<file path="config.mk">
export PLATFORM = sky130hd
export DESIGN_NAME = bbox_accumulator_antimeridian
export DESIGN_NICKNAME = d
export VERILOG_FILES = /design/src/hdl/bbox_acc_pkg.sv /design/src/hdl/bbox_accumulator_antimeridian.sv
export SDC_FILE = /design/constraint.sdc
export NUM_CORES = 1
export LEC_CHECK = 0
export BUFFER_PORTS_ARGS = -buffer_cell sky130_fd_sc_hd__buf_2
export CORE_MARGIN = 2
export CORE_UTILIZATION = 60
export CTS_BUF_LIST = sky130_fd_sc_hd__clkbuf_4 sky130_fd_sc_hd__clkbuf_8
export DETAILED_ROUTE_END_ITERATION = 10
export PLACE_DENSITY = 0.9
export SLEW_MARGIN = 20
export SYNTH_ARGS = -nofsm -noshare
export SYNTH_HDL_FRONTEND = slang
export SYNTH_SLANG_ARGS = --single-unit
</file>
<file path="constraint.sdc">
create_clock -name clk -period 18.4 [get_ports clk]
set_clock_uncertainty 0.05 [all_clocks]
set_input_delay 0.92 -clock clk [delete_from_list [all_inputs] [get_ports clk]]
set_output_delay 0.92 -clock clk [all_outputs]
set_load 0.02 [all_outputs]
</file>
<file path="src/hdl/bbox_acc_pkg.sv">
package bbox_acc_pkg;

    localparam int COORD_BITS = 32;

    typedef logic signed [COORD_BITS-1:0] coord_t;

    localparam longint CoordMax  = (64'sd1 <<< (COORD_BITS - 1)) - 64'sd1;
    localparam longint HalfSpan  = 64'sd1800000000;
    localparam longint SpanMax64 = (HalfSpan > CoordMax) ? CoordMax : HalfSpan;
    localparam longint SpanMin64 = (HalfSpan > CoordMax) ? (-CoordMax - 64'sd1) : -HalfSpan;

    localparam coord_t FULL_SPAN_MIN = SpanMin64[COORD_BITS-1:0];
    localparam coord_t FULL_SPAN_MAX = SpanMax64[COORD_BITS-1:0];

    localparam logic REG_ACCUMULATE_ENABLE = 1'b0;
    localparam logic REG_ANTIMERIDIAN_MODE = 1'b1;

    typedef struct packed {
        logic   box_valid;
        logic   box_is_3d;
        coord_t min_x;
        coord_t max_x;
        coord_t min_y;
        coord_t max_y;
        coord_t min_z;
        coord_t max_z;
    } result_t;

endpackage

</file>
<file path="src/hdl/bbox_accumulator_antimeridian.sv">
// Layer bounding box accumulator. Each accepted beat carries one feature
// envelope and yields exactly one result beat holding the layer box after
// that envelope has been folded in. The merge is a single pass of compares
// and muxes against the box registers, so one beat is accepted every cycle
// when in_stall is low; its result is registered. A two-entry output buffer
// lets input beats keep flowing while a result waits on out_stall; in_stall
// rises only once both entries are full. Configuration must be written while
// no beats are in flight. While the box is empty every coordinate reads zero.
module bbox_accumulator_antimeridian
    import bbox_acc_pkg::*;
(
    input  logic   clk,
    input  logic   rst_n,

    input  logic   cfg_wr_en,
    input  logic   cfg_index,
    input  logic   cfg_data,

    input  logic   in_valid,
    output logic   in_stall,
    input  logic   has_geometry,
    input  logic   has_z,
    input  coord_t in_min_x,
    input  coord_t in_max_x,
    input  coord_t in_min_y,
    input  coord_t in_max_y,
    input  coord_t in_min_z,
    input  coord_t in_max_z,

    output logic   out_valid,
    input  logic   out_stall,
    output logic   box_valid,
    output logic   box_is_3d,
    output coord_t out_min_x,
    output coord_t out_max_x,
    output coord_t out_min_y,
    output coord_t out_max_y,
    output coord_t out_min_z,
    output coord_t out_max_z
);

    logic    accumulate_enable_reg;
    logic    antimeridian_mode_reg;

    logic    acc_valid_reg, acc_valid_next;
    logic    acc_3d_reg, acc_3d_next;
    coord_t  acc_min_x_reg, acc_min_x_next;
    coord_t  acc_max_x_reg, acc_max_x_next;
    coord_t  acc_min_y_reg, acc_min_y_next;
    coord_t  acc_max_y_reg, acc_max_y_next;
    coord_t  acc_min_z_reg, acc_min_z_next;
    coord_t  acc_max_z_reg, acc_max_z_next;

    logic    main_valid_reg;
    logic    skid_valid_reg;
    result_t main_reg;
    result_t skid_reg;
    result_t result_next;

    logic    accept;
    logic    take;
    logic    update;
    logic    e_cross;
    logic    l_cross;
    coord_t  x_min_merged;
    coord_t  x_max_merged;

    assign in_stall = skid_valid_reg;
    assign accept   = in_valid && !skid_valid_reg;
    assign take     = main_valid_reg && !out_stall;
    assign update   = accept && accumulate_enable_reg && has_geometry;

    always_ff @(posedge clk or negedge rst_n)
    begin
        if (!rst_n)
        begin
            accumulate_enable_reg <= 1'b0;
            antimeridian_mode_reg <= 1'b0;
        end
        else if (cfg_wr_en)
        begin
            unique case (cfg_index)
                REG_ACCUMULATE_ENABLE: accumulate_enable_reg <= cfg_data;
                REG_ANTIMERIDIAN_MODE: antimeridian_mode_reg <= cfg_data;
                default:               ;
            endcase
        end
    end

    // Crossing-aware X merge against the current layer box.
    always_comb
    begin
        e_cross      = in_min_x > in_max_x;
        l_cross      = acc_min_x_reg > acc_max_x_reg;
        x_min_merged = acc_min_x_reg;
        x_max_merged = acc_max_x_reg;
        if (e_cross)
        begin
            if (l_cross)
            begin
                x_min_merged = (in_min_x < acc_min_x_reg) ? in_min_x : acc_min_x_reg;
                x_max_merged = (in_max_x > acc_max_x_reg) ? in_max_x : acc_max_x_reg;
            end
            else if (acc_min_x_reg > 0)
            begin
                x_min_merged = (in_min_x < acc_min_x_reg) ? in_min_x : acc_min_x_reg;
                x_max_merged = in_max_x;
            end
            else if (acc_max_x_reg < 0)
            begin
                x_min_merged = in_min_x;
                x_max_merged = (in_max_x > acc_max_x_reg) ? in_max_x : acc_max_x_reg;
            end
            else
            begin
                x_min_merged = FULL_SPAN_MIN;
                x_max_merged = FULL_SPAN_MAX;
            end
        end
        else if (l_cross)
        begin
            if (in_min_x > 0)
            begin
                x_min_merged = (in_min_x < acc_min_x_reg) ? in_min_x : acc_min_x_reg;
            end
            else if (in_max_x < 0)
            begin
                x_max_merged = (in_max_x > acc_max_x_reg) ? in_max_x : acc_max_x_reg;
            end
            else
            begin
                x_min_merged = FULL_SPAN_MIN;
                x_max_merged = FULL_SPAN_MAX;
            end
        end
        else
        begin
            x_min_merged = (in_min_x < acc_min_x_reg) ? in_min_x : acc_min_x_reg;
            x_max_merged = (in_max_x > acc_max_x_reg) ? in_max_x : acc_max_x_reg;
        end
    end

    always_comb
    begin
        acc_valid_next = acc_valid_reg;
        acc_3d_next    = acc_3d_reg;
        acc_min_x_next = acc_min_x_reg;
        acc_max_x_next = acc_max_x_reg;
        acc_min_y_next = acc_min_y_reg;
        acc_max_y_next = acc_max_y_reg;
        acc_min_z_next = acc_min_z_reg;
        acc_max_z_next = acc_max_z_reg;
        if (update)
        begin
            acc_valid_next = 1'b1;
            acc_3d_next    = acc_3d_reg || has_z;
            if (!acc_valid_reg)
            begin
                acc_min_x_next = in_min_x;
                acc_max_x_next = in_max_x;
                acc_min_y_next = in_min_y;
                acc_max_y_next = in_max_y;
                acc_min_z_next = in_min_z;
                acc_max_z_next = in_max_z;
            end
            else
            begin
                if (antimeridian_mode_reg)
                begin
                    acc_min_x_next = x_min_merged;
                    acc_max_x_next = x_max_merged;
                end
                else
                begin
                    acc_min_x_next = (in_min_x < acc_min_x_reg) ? in_min_x : acc_min_x_reg;
                    acc_max_x_next = (in_max_x > acc_max_x_reg) ? in_max_x : acc_max_x_reg;
                    acc_min_z_next = (in_min_z < acc_min_z_reg) ? in_min_z : acc_min_z_reg;
                    acc_max_z_next = (in_max_z > acc_max_z_reg) ? in_max_z : acc_max_z_reg;
                end
                acc_min_y_next = (in_min_y < acc_min_y_reg) ? in_min_y : acc_min_y_reg;
                acc_max_y_next = (in_max_y > acc_max_y_reg) ? in_max_y : acc_max_y_reg;
            end
        end

        result_next.box_valid = acc_valid_next;
        result_next.box_is_3d = acc_valid_next && acc_3d_next;
        result_next.min_x     = acc_valid_next ? acc_min_x_next : '0;
        result_next.max_x     = acc_valid_next ? acc_max_x_next : '0;
        result_next.min_y     = acc_valid_next ? acc_min_y_next : '0;
        result_next.max_y     = acc_valid_next ? acc_max_y_next : '0;
        result_next.min_z     = acc_valid_next ? acc_min_z_next : '0;
        result_next.max_z     = acc_valid_next ? acc_max_z_next : '0;
    end

    always_ff @(posedge clk or negedge rst_n)
    begin
        if (!rst_n)
        begin
            acc_valid_reg <= 1'b0;
            acc_3d_reg    <= 1'b0;
        end
        else
        begin
            acc_valid_reg <= acc_valid_next;
            acc_3d_reg    <= acc_3d_next;
        end
    end

    always_ff @(posedge clk)
    begin
        acc_min_x_reg <= acc_min_x_next;
        acc_max_x_reg <= acc_max_x_next;
        acc_min_y_reg <= acc_min_y_next;
        acc_max_y_reg <= acc_max_y_next;
        acc_min_z_reg <= acc_min_z_next;
        acc_max_z_reg <= acc_max_z_next;
    end

    always_ff @(posedge clk or negedge rst_n)
    begin
        if (!rst_n)
        begin
            main_valid_reg <= 1'b0;
            skid_valid_reg <= 1'b0;
        end
        else if (take || !main_valid_reg)
        begin
            if (skid_valid_reg)
            begin
                main_valid_reg <= 1'b1;
                skid_valid_reg <= 1'b0;
            end
            else
            begin
                main_valid_reg <= accept;
            end
        end
        else if (accept)
        begin
            skid_valid_reg <= 1'b1;
        end
    end

    always_ff @(posedge clk)
    begin
        if (take || !main_valid_reg)
        begin
            if (skid_valid_reg)
            begin
                main_reg <= skid_reg;
            end
            else if (accept)
            begin
                main_reg <= result_next;
            end
        end
        else if (accept)
        begin
            skid_reg <= result_next;
        end
    end

    assign out_valid = main_valid_reg;
    assign box_valid = main_reg.box_valid;
    assign box_is_3d = main_reg.box_is_3d;
    assign out_min_x = main_reg.min_x;
    assign out_max_x = main_reg.max_x;
    assign out_min_y = main_reg.min_y;
    assign out_max_y = main_reg.max_y;
    assign out_min_z = main_reg.min_z;
    assign out_max_z = main_reg.max_z;

    a_skid_needs_main: assert property (@(posedge clk) disable iff (!rst_n)
        skid_valid_reg |-> main_valid_reg)
        else $error("skid entry held while output entry is empty");

    a_box_sticky: assert property (@(posedge clk) disable iff (!rst_n)
        acc_valid_reg |=> acc_valid_reg)
        else $error("layer box lost its valid flag");

    a_empty_box_zero: assert property (@(posedge clk) disable iff (!rst_n)
        (out_valid && !box_valid) |-> (out_min_x == '0 && out_max_x == '0 && !box_is_3d))
        else $error("empty box reports nonzero fields");

    a_disabled_holds: assert property (@(posedge clk) disable iff (!rst_n)
        (!accumulate_enable_reg && !cfg_wr_en) |=> $stable(acc_valid_reg))
        else $error("box changed while accumulation disabled");

endmodule

</file>
==> results of run 1 <==
[layout make-up]
type | count | area [um2]
clock inverter | 37 | 256
timing repair buffer | 422 | 2190
tap | 672 | 841
fill | 3469 | 15100
multi-input combinational | 1741 | 13100
inverter | 282 | 1060
sequential | 586 | 15600
antenna | 25 | 62.6
clock buffer | 138 | 1710
[Yosys cell counts (all sizes together), types with 3 or more instances]
cell type and number:
nor4 21, o21bai 4, dfrtp 6, dfxtp 192, clkbuf 97, mux2i 53
nor3b 3, a22o 66, buf 36, nor2 121, nor2b 39, o21ai 150
o41ai 18, a21oi 141, ha 253, and3 21, o2111ai 3, o22ai 46
mux2 90, a221oi 3, or4 3, and4 6, nor3 16, nand2b 4
nand4 50, nand2 205, a32oi 17, a22oi 4, a211oi 11, a31oi 24
o31ai 5, a21o 147, inv 281, a221o 82, o211ai 7, edfxtp 388
and2 40, or3 6, nand3 18, a2111o 19, o31a 6, o21a 8
[stage by stage]
step,instance area (um2),util [%],hold slack [ns],setup slack (ns)
2_1_floorplan,30300,-,0.375,6.82
3_3_place_gp,32800,65.7,0.395,12.93
3_5_place_dp,32800,65.7,0.402,12.78
4_1_cts,34800,69.7,0.353,13.35
5_1_grt,34900,69.8,0.406,12.90
6_report,34900,69.8,0.412,13.25
[power by group]
part	internal [mW]	switching (mW)
logic	0.870	1.17
registers	1.92	0.309
clock network	0.641	0.534
[kinds of logic after synthesis]
group	Yosys count	synth area share (%)
flops	586	51.6
compound gates	786	18.6
fa+ha+maj	253	10.4
simple gates	558	8.89
buf+inv	415	5.36
xor+xnor	1	0.0289
mux	143	5.11
[final timing paths]
kind	start	end	cells past startpoint
worst max-delay path	acc_max_x_reg[31]$_DFF_P_	skid_reg[170]$_DFFE_PP_	11
worst min-delay path	has_z	acc_3d_reg$_DFF_PN0_	3
min in group asynchronous	rst_n	acc_valid_reg$_DFF_PN0_	2
worst min register to register	acc_3d_reg$_DFF_PN0_	acc_3d_reg$_DFF_PN0_	2
max in group asynchronous	rst_n	in_stall$_DFFE_PN0P_	2
worst max register to register	acc_max_x_reg[31]$_DFF_P_	skid_reg[170]$_DFFE_PP_	11
[layout by cell type, fill, tap and decap left out, drive strengths merged, types with 21 or more instances in the layout]
master  count
buf       421
edfxtp    388
inv       283
ha        253
nand2     205
dfxtp     192
o21ai     150
a21o      147
a21oi     141
clkbuf    138
nor2      121
mux2       90
a221o      82
a22o       66
mux2i      53
nand4      50
o22ai      46
and2       40
nor2b      39
clkinv     32
diode      25
a31oi      24
and3       21
nor4       21
[critical path, stage by stage, from the launching register on]
cell and delay, ns:
sky130_fd_sc_hd__dfxtp_1 0.89, sky130_fd_sc_hd__inv_2 0.23, sky130_fd_sc_hd__ha_1 0.39, sky130_fd_sc_hd__nand4_1 0.15, sky130_fd_sc_hd__or4_1 0.58, sky130_fd_sc_hd__a41oi_1 0.31, sky130_fd_sc_hd__o21a_1 0.35, sky130_fd_sc_hd__nand4_1 0.81
sky130_fd_sc_hd__nor3_1 0.56, sky130_fd_sc_hd__a311oi_2 0.21, sky130_fd_sc_hd__nor2_1 0.25, sky130_fd_sc_hd__a21oi_1 0.07
[routing by layer]
| metal | part of all wire (%) | wire, um | up-vias | track usage [%] |
|---|---|---|---|---|
| li1 | - | - | 11100 | - |
| met1 | 37 | 32300 | 11800 | 39.1 |
| met2 | 47 | 41100 | 1343 | 52.7 |
| met3 | 9.3 | 8100 | 308 | 7.37 |
| met4 | 5.9 | 5150 | 6 | 20.2 |
| met5 | 0.046 | 40 | - | 0 |
==> impl_summary.md, run 1 <==
Die
Measured along the x axis, the die boundary spans 229 um. For this configuration, the core starts out at a cell density of between 60% and 70%. The count of pins on the block boundary is 397.

In this run the vertical extent of the chip is 229 um. The row count is 82. The area of the core region is 50000 um2. The floorplan step defined a die boundary enclosing 52300 um2.

Clock tree
The insertion delay to the later sink of the worst-skew pair is 0.71 ns. The total of cells resized after clock tree synthesis is 0. The total clock buffers created by CTS is 95.

The H-tree depth is 3. The total number of clock tree sinks is 586. The clock-pin slew on the worst setup and hold paths is 0.06 ns. The number of buffers between clock root and the deepest sink is 3.

The tree is rooted in a sky130_fd_sc_hd__clkbuf_8. The clock tree from TritonCTS is done. The count of buffers added by post-CTS timing repair for setup is 0. Buffers inserted to repair hold after CTS numbered 1.

Power
The power density over cell area is 156 nW/um2. The leakage power summed over all cells is 16.0 nW. The design draws 5.45 mW. The worst supply voltage drop on vdd is 0.102 mV.

STA
The remaining max-slew budget at the tightest pin is 26.0%. Summed over all failing endpoints, the final setup total negative slack is 0 ns. The worst path in the final design needs a cycle of 5.15 ns, including I/O delays and setup. Setup violations remaining at the end of the flow were counted as 0. The slew at the pin with the worst max-slew slack is around 1.1 ns. The number of hold-slack violations in the final timing report is 0. Setup repair after global routing left no endpoint under its margin. The fmax is 194 MHz. The final count of pins violating max slew is 0.

The ratio of final minimum period to clock period is 28.0%.

Placed design
The port buffer count is 396. The placed wire-length estimate after detailed placement is ~60 mm. The congestion estimate from routability-driven global placement came to 0.988.

The cell total after placement is 3702.

Setup path
The endpoint type of the worst setup path is a flop. The critical path is of the reg -> reg type. Setup slack on the worst reg-to-reg path comes out at 13.25 ns. In this run the worst path has a maximum fanout of 22. The data arrival time of the critical path is 5.50 ns.

STA classifies the critical path startpoint as a flop. The worst endpoint required time is 18.76 ns.

Synth
The synthesized instance count is between 2000 and 3000. The count of cell types in the netlist is 86. The cell accounting for the most synthesized area is sky130_fd_sc_hd__edfxtp_1. Sorting the synthesized cells by area gives the leading types as sky130_fd_sc_hd__edfxtp_1 38%, sky130_fd_sc_hd__dfxtp_1 13%, sky130_fd_sc_hd__ha_1 10%.

The fraction of synthesis flops using an asynchronous set or reset pin is 1.02%. Synthesis produced a netlist with a net count of 3196. The proportion of synthesized chip area in sequential cells is 51.6%. The post-synth design cell area is 30300 um2. The dominant synthesized flop cell is sky130_fd_sc_hd__edfxtp_1. The number of synthesized register bits is 586.

The total number of yosys warnings is 0. The number of synthesized flops with an enable pin is 388. Dividing the synthesized area by the synthesized cell count gives 11.1 um2.

Of the post-synthesis cell area, the dominant cell type holds 38.4%.

Drt
The detailed-routing iteration count for the pre-antenna-repair pass is 8. The count of nets left with antenna violations once routing finished came out at 0. After detailed routing, the number of remaining DRC violations is 0. In the final routed layout, each cell accounts on average for 22.2 um. The routed wire length is 86.7 mm.

The number of vias after detailed routing is 24500. The count of routing violations after the opening detailed-route iteration is 2311. The vias per cell is about 6.3.

Global route
The largest net degree at the start of global routing is 129. The global-route wire length before repair is between 100 and 150 mm. The via count of the first global-routing pass is 24500. The combined global-route utilization of all metal layers is 32.3%. The remaining global-route overflow is 0. The number of antenna violations at the first check in global routing is 26.

Layout
The register with the most flip-flops in the layout has 194 of them. The post-layout net count is 3582. The area added between synthesis and finish is 15.1%. The final non-filler cell total is 3903. The fraction of layout instances using a drive strength above 1 is 22.2%.

Run
The total of max-cap violations is 0.

Worst hold path
The class of the most critical hold timing path is in -> reg.

Status
The run finished with clean final reports.
Note: power is estimated with default switching activity, not from simulation.
==> inputs of run 2 (changes only) <==
clock period = 4.8 ns   (was 18.4 ns; I/O delays follow)
==> impl_summary.md, run 2 (synthesis gave the netlist of run 1 again) <==
Status
Outcome: completed (unchanged).

Power
The worst supply voltage drop on vdd is 0.429 mV (was 0.102 mV). The switching component of the power is 8.33 mW (was 2.01 mW). The relative contribution of the clock network to total power is 21.2% (was 21.6%). The power density over cell area was 585 nW/um2 (was 156 nW/um2). The net switching fraction of the power was 38.4% (was 37.0%).

The internal power is 13.4 mW (was 3.43 mW). The combinational share of power is 39.6% (was 37.5%). The leakage power summed over all cells was 17.0 nW (was 16.0 nW). The share of total power in sequential cells came to 39.2% (was 41.0%).

Setup path
The endpoint type of the worst setup path was a flop (unchanged). The number of cells on the worst reg-to-reg path is 11 (unchanged). The largest driver fanout on the critical path is 16 (was 22). The startpoint class of the critical path is a flop (unchanged). The startpoint of the worst-slack reg-to-reg timing path was acc_min_x_reg[31]$_DFF_P_ (was acc_max_x_reg[31]$_DFF_P_). The worst endpoint required time is 5.29 ns (was 18.76 ns).

The reg-to-reg setup timing slack is 0.37 ns (was 13.25 ns). The worst flop-to-flop path endpoint is out_min_x[21]$_DFFE_PP_ (was skid_reg[170]$_DFFE_PP_). The critical setup path kind is reg -> reg (unchanged). The data arrival time of the critical path is 4.92 ns (was 5.50 ns).

STA
RSZ-0062 raised after global routing: false (unchanged). The number of hold-slack violations in the final timing report is 0 (unchanged). The final setup violation count came to 0 (unchanged). The final count of pins violating max slew came to 0 (unchanged). The remaining max-slew budget at the tightest pin is 21.3% (was 26.0%).

The final critical path time including I/O delays and setup was 4.43 ns (was 5.15 ns). The fmax is 226 MHz (was 194 MHz). The worst hold-check slack is 0.0509 ns (was 0.412 ns).

The total negative slack came to 0 ns (unchanged). The slew at the pin with the worst max-slew slack is 1.18 ns (was 1.11 ns). The ratio of final minimum period to clock period was 92.4% (was 28.0%).

Layout
The post-layout net count is 3805 (was 3582). The area of the multi-input gates was 13100 um2 (about the same). The leading cell type in the layout, fill and taps excluded is sky130_fd_sc_hd__buf_2 (unchanged). The number of flip-flops under the largest register name is 194 (unchanged). Commonest cells after routing, fill and taps aside: 396 x sky130_fd_sc_hd__buf_2, 388 x sky130_fd_sc_hd__edfxtp_1, 279 x sky130_fd_sc_hd__inv_1, 253 x sky130_fd_sc_hd__ha_1, 204 x sky130_fd_sc_hd__nand2_1 (unchanged). The area used by sequential logic in the layout is 15600 um2 (unchanged). The area added between synthesis and finish is 22.4% (was 15.1%).

The fraction of layout instances using a drive strength above 1 came to 21.6% (was 22.2%). The layout filler cell count is 3015 (was 3469).

Die
The overall die width is 229 um (unchanged). The row count was 82 (unchanged). The count of pins on the block boundary is 397 (unchanged). The effective utilization at floorplan is 60.7% (unchanged). The area of the core region is 50000 um2 (unchanged).

The chip height is 229 um (unchanged). The overall die area was 52300 um2 (unchanged).

Placed design
The final weighted congestion in routability-driven placement is 0.949 (was 0.988). The placed wire-length estimate after detailed placement is 60.4 mm (was 58.4 mm). The port buffer count is 396 (unchanged).

Clock tree
The number of buffers between clock root and the deepest sink is 3 (unchanged). The total number of clock tree sinks is 586 (unchanged). The count of buffers added by post-CTS timing repair for setup is 0 (unchanged). The total of cells resized after clock tree synthesis was 0 (unchanged). The H-tree depth is 3 (unchanged).

The clock tree from TritonCTS is done (unchanged). The total clock buffers created by CTS is 95 (unchanged). The clock-pin slew on the worst setup and hold paths was 0.07 ns (was 0.06 ns). The master cell of the clock root buffer was sky130_fd_sc_hd__clkbuf_8 (unchanged).

The insertion delay to the later sink of the worst-skew pair is 0.73 ns (was 0.71 ns).

Global route
The global-route wire length before repair is 151 mm (was 133 mm). The number of antenna violations at the first check in global routing was 13 (was 26). The via count of the first global-routing pass is 26700 (was 24500).

The combined global-route utilization of all metal layers came to 36.9% (was 32.3%). The remaining global-route overflow is 0 (unchanged). The largest net degree at the start of global routing came to 86 (was 129).

Drt
The residual antenna-violating net count after detailed routing came to 0 (unchanged). The vias per cell was 6.46 (was 6.29). The detailed-routing iteration count for the pre-antenna-repair pass is 9 (was 8). The routed wire length is 98.9 mm (was 86.7 mm).

The count of routing violations after the opening detailed-route iteration came to 3095 (was 2311). The number of vias after detailed routing is 26600 (was 24500). The number of DRC violations after detailed routing came to 0 (unchanged).

The average wire per cell in the routed design was 24.0 um (was 22.2 um).

Worst hold path
The class of the most critical hold timing path is in -> reg (unchanged). The start point of the worst hold path is in_min_x[19] (was has_z). The worst hold path stage count is 4 (was 3). The end point of the most critical hold path is acc_min_x_reg[19]$_DFF_P_ (was acc_3d_reg$_DFF_PN0_).

Run
The total of max-cap violations is 0 (unchanged).
-- run 2: changes by cell type in the layout (fill, tap and decap cells not counted), moves of 2 or more --
cell / change
sky130_fd_sc_hd__buf_12: +6
sky130_fd_sc_hd__buf_4: +22
sky130_fd_sc_hd__clkbuf_4: +6
sky130_fd_sc_hd__clkinv_1: -4
sky130_fd_sc_hd__clkinv_2: -2
sky130_fd_sc_hd__diode_2: -13
sky130_fd_sc_hd__dlygate4sd3_1: +195
-- run 2: timing repair --
item | CTS | global route
setup endpoints to repair | 0 | 0
hold endpoints to repair | 486 | 0
hold buffers | 196 | 0
-- run 2: worst max path at each step --
stage,startpoint,to,slack (ns),cells after the start
after global placement,in_max_x[31],out_min_x[21]$_DFFE_PP_,0.53,13
after detailed placement,in_max_x[31],out_min_x[21]$_DFFE_PP_,0.44,13
final,acc_min_x_reg[31]$_DFF_P_,out_min_x[21]$_DFFE_PP_,0.37,11
after floorplan,in_stall$_DFFE_PN0P_,box_is_3d$_DFFE_PP_,0.005,5
after CTS,acc_min_x_reg[31]$_DFF_P_,out_min_x[21]$_DFFE_PP_,0.65,11
after global routing,acc_max_x_reg[21]$_DFF_P_,out_min_x[31]$_DFFE_PP_,0.20,12
-- run 2: power groups by stage --
stage,Clock (mW),Sequential [mW],Combinational (mW)
6_report,4.60,8.51,8.60
5_1_grt,4.82,8.62,9.30
4_1_cts,4.54,8.40,8.13
3_5_place_dp,0,8.47,7.87
3_3_place_gp,0,8.36,7.39
2_1_floorplan,0,8.69,5.13
-- run 2: layout make-up --
class	instances	area share [%]
inverter	282	2.85
antenna	12	0.0809
clock inverter	33	0.637
multi-input combinational	1741	35.3
tap	672	2.27
sequential	586	42.2
timing repair buffer	645	11.9
clock buffer	143	4.70
-- run 2: critical path, stage by stage (launching register included) --
cell,delay [ns]
sky130_fd_sc_hd__dfxtp_1,0.42
sky130_fd_sc_hd__ha_1,0.38
sky130_fd_sc_hd__nand4_1,0.15
sky130_fd_sc_hd__or4_1,0.59
sky130_fd_sc_hd__nor3_1,0.24
sky130_fd_sc_hd__a21oi_1,0.12
sky130_fd_sc_hd__o21a_1,0.23
sky130_fd_sc_hd__nor3_1,0.35
sky130_fd_sc_hd__nor2_2,0.24
sky130_fd_sc_hd__a221oi_2,1.02
sky130_fd_sc_hd__o22ai_1,0.20
sky130_fd_sc_hd__o21ai_0,0.25
-- run 2: per-layer routing --
metal	wire [um]	vias to the layer above	global-route usage (%)
met1	34900	12600	43.2
met4	7040	2	23.1
met2	46900	1935	61.3
met3	10100	532	8.89
li1	-	11500	-
met5	10	-	0
-- run 2: stage by stage --
stage	total power, mW	cell area (um2)	utilization [%]	cells	setup slack [ns]
after global placement	15.8	33100	66.3	3730	0.525
final	21.7	37100	74.2	4114	0.366
after global routing	22.7	37100	74.2	4110	0.205
after detailed placement	16.3	33100	66.3	3730	0.444
after CTS	21.1	37100	74.2	4102	0.649
after floorplan	13.8	30300	-	2742	0.00496
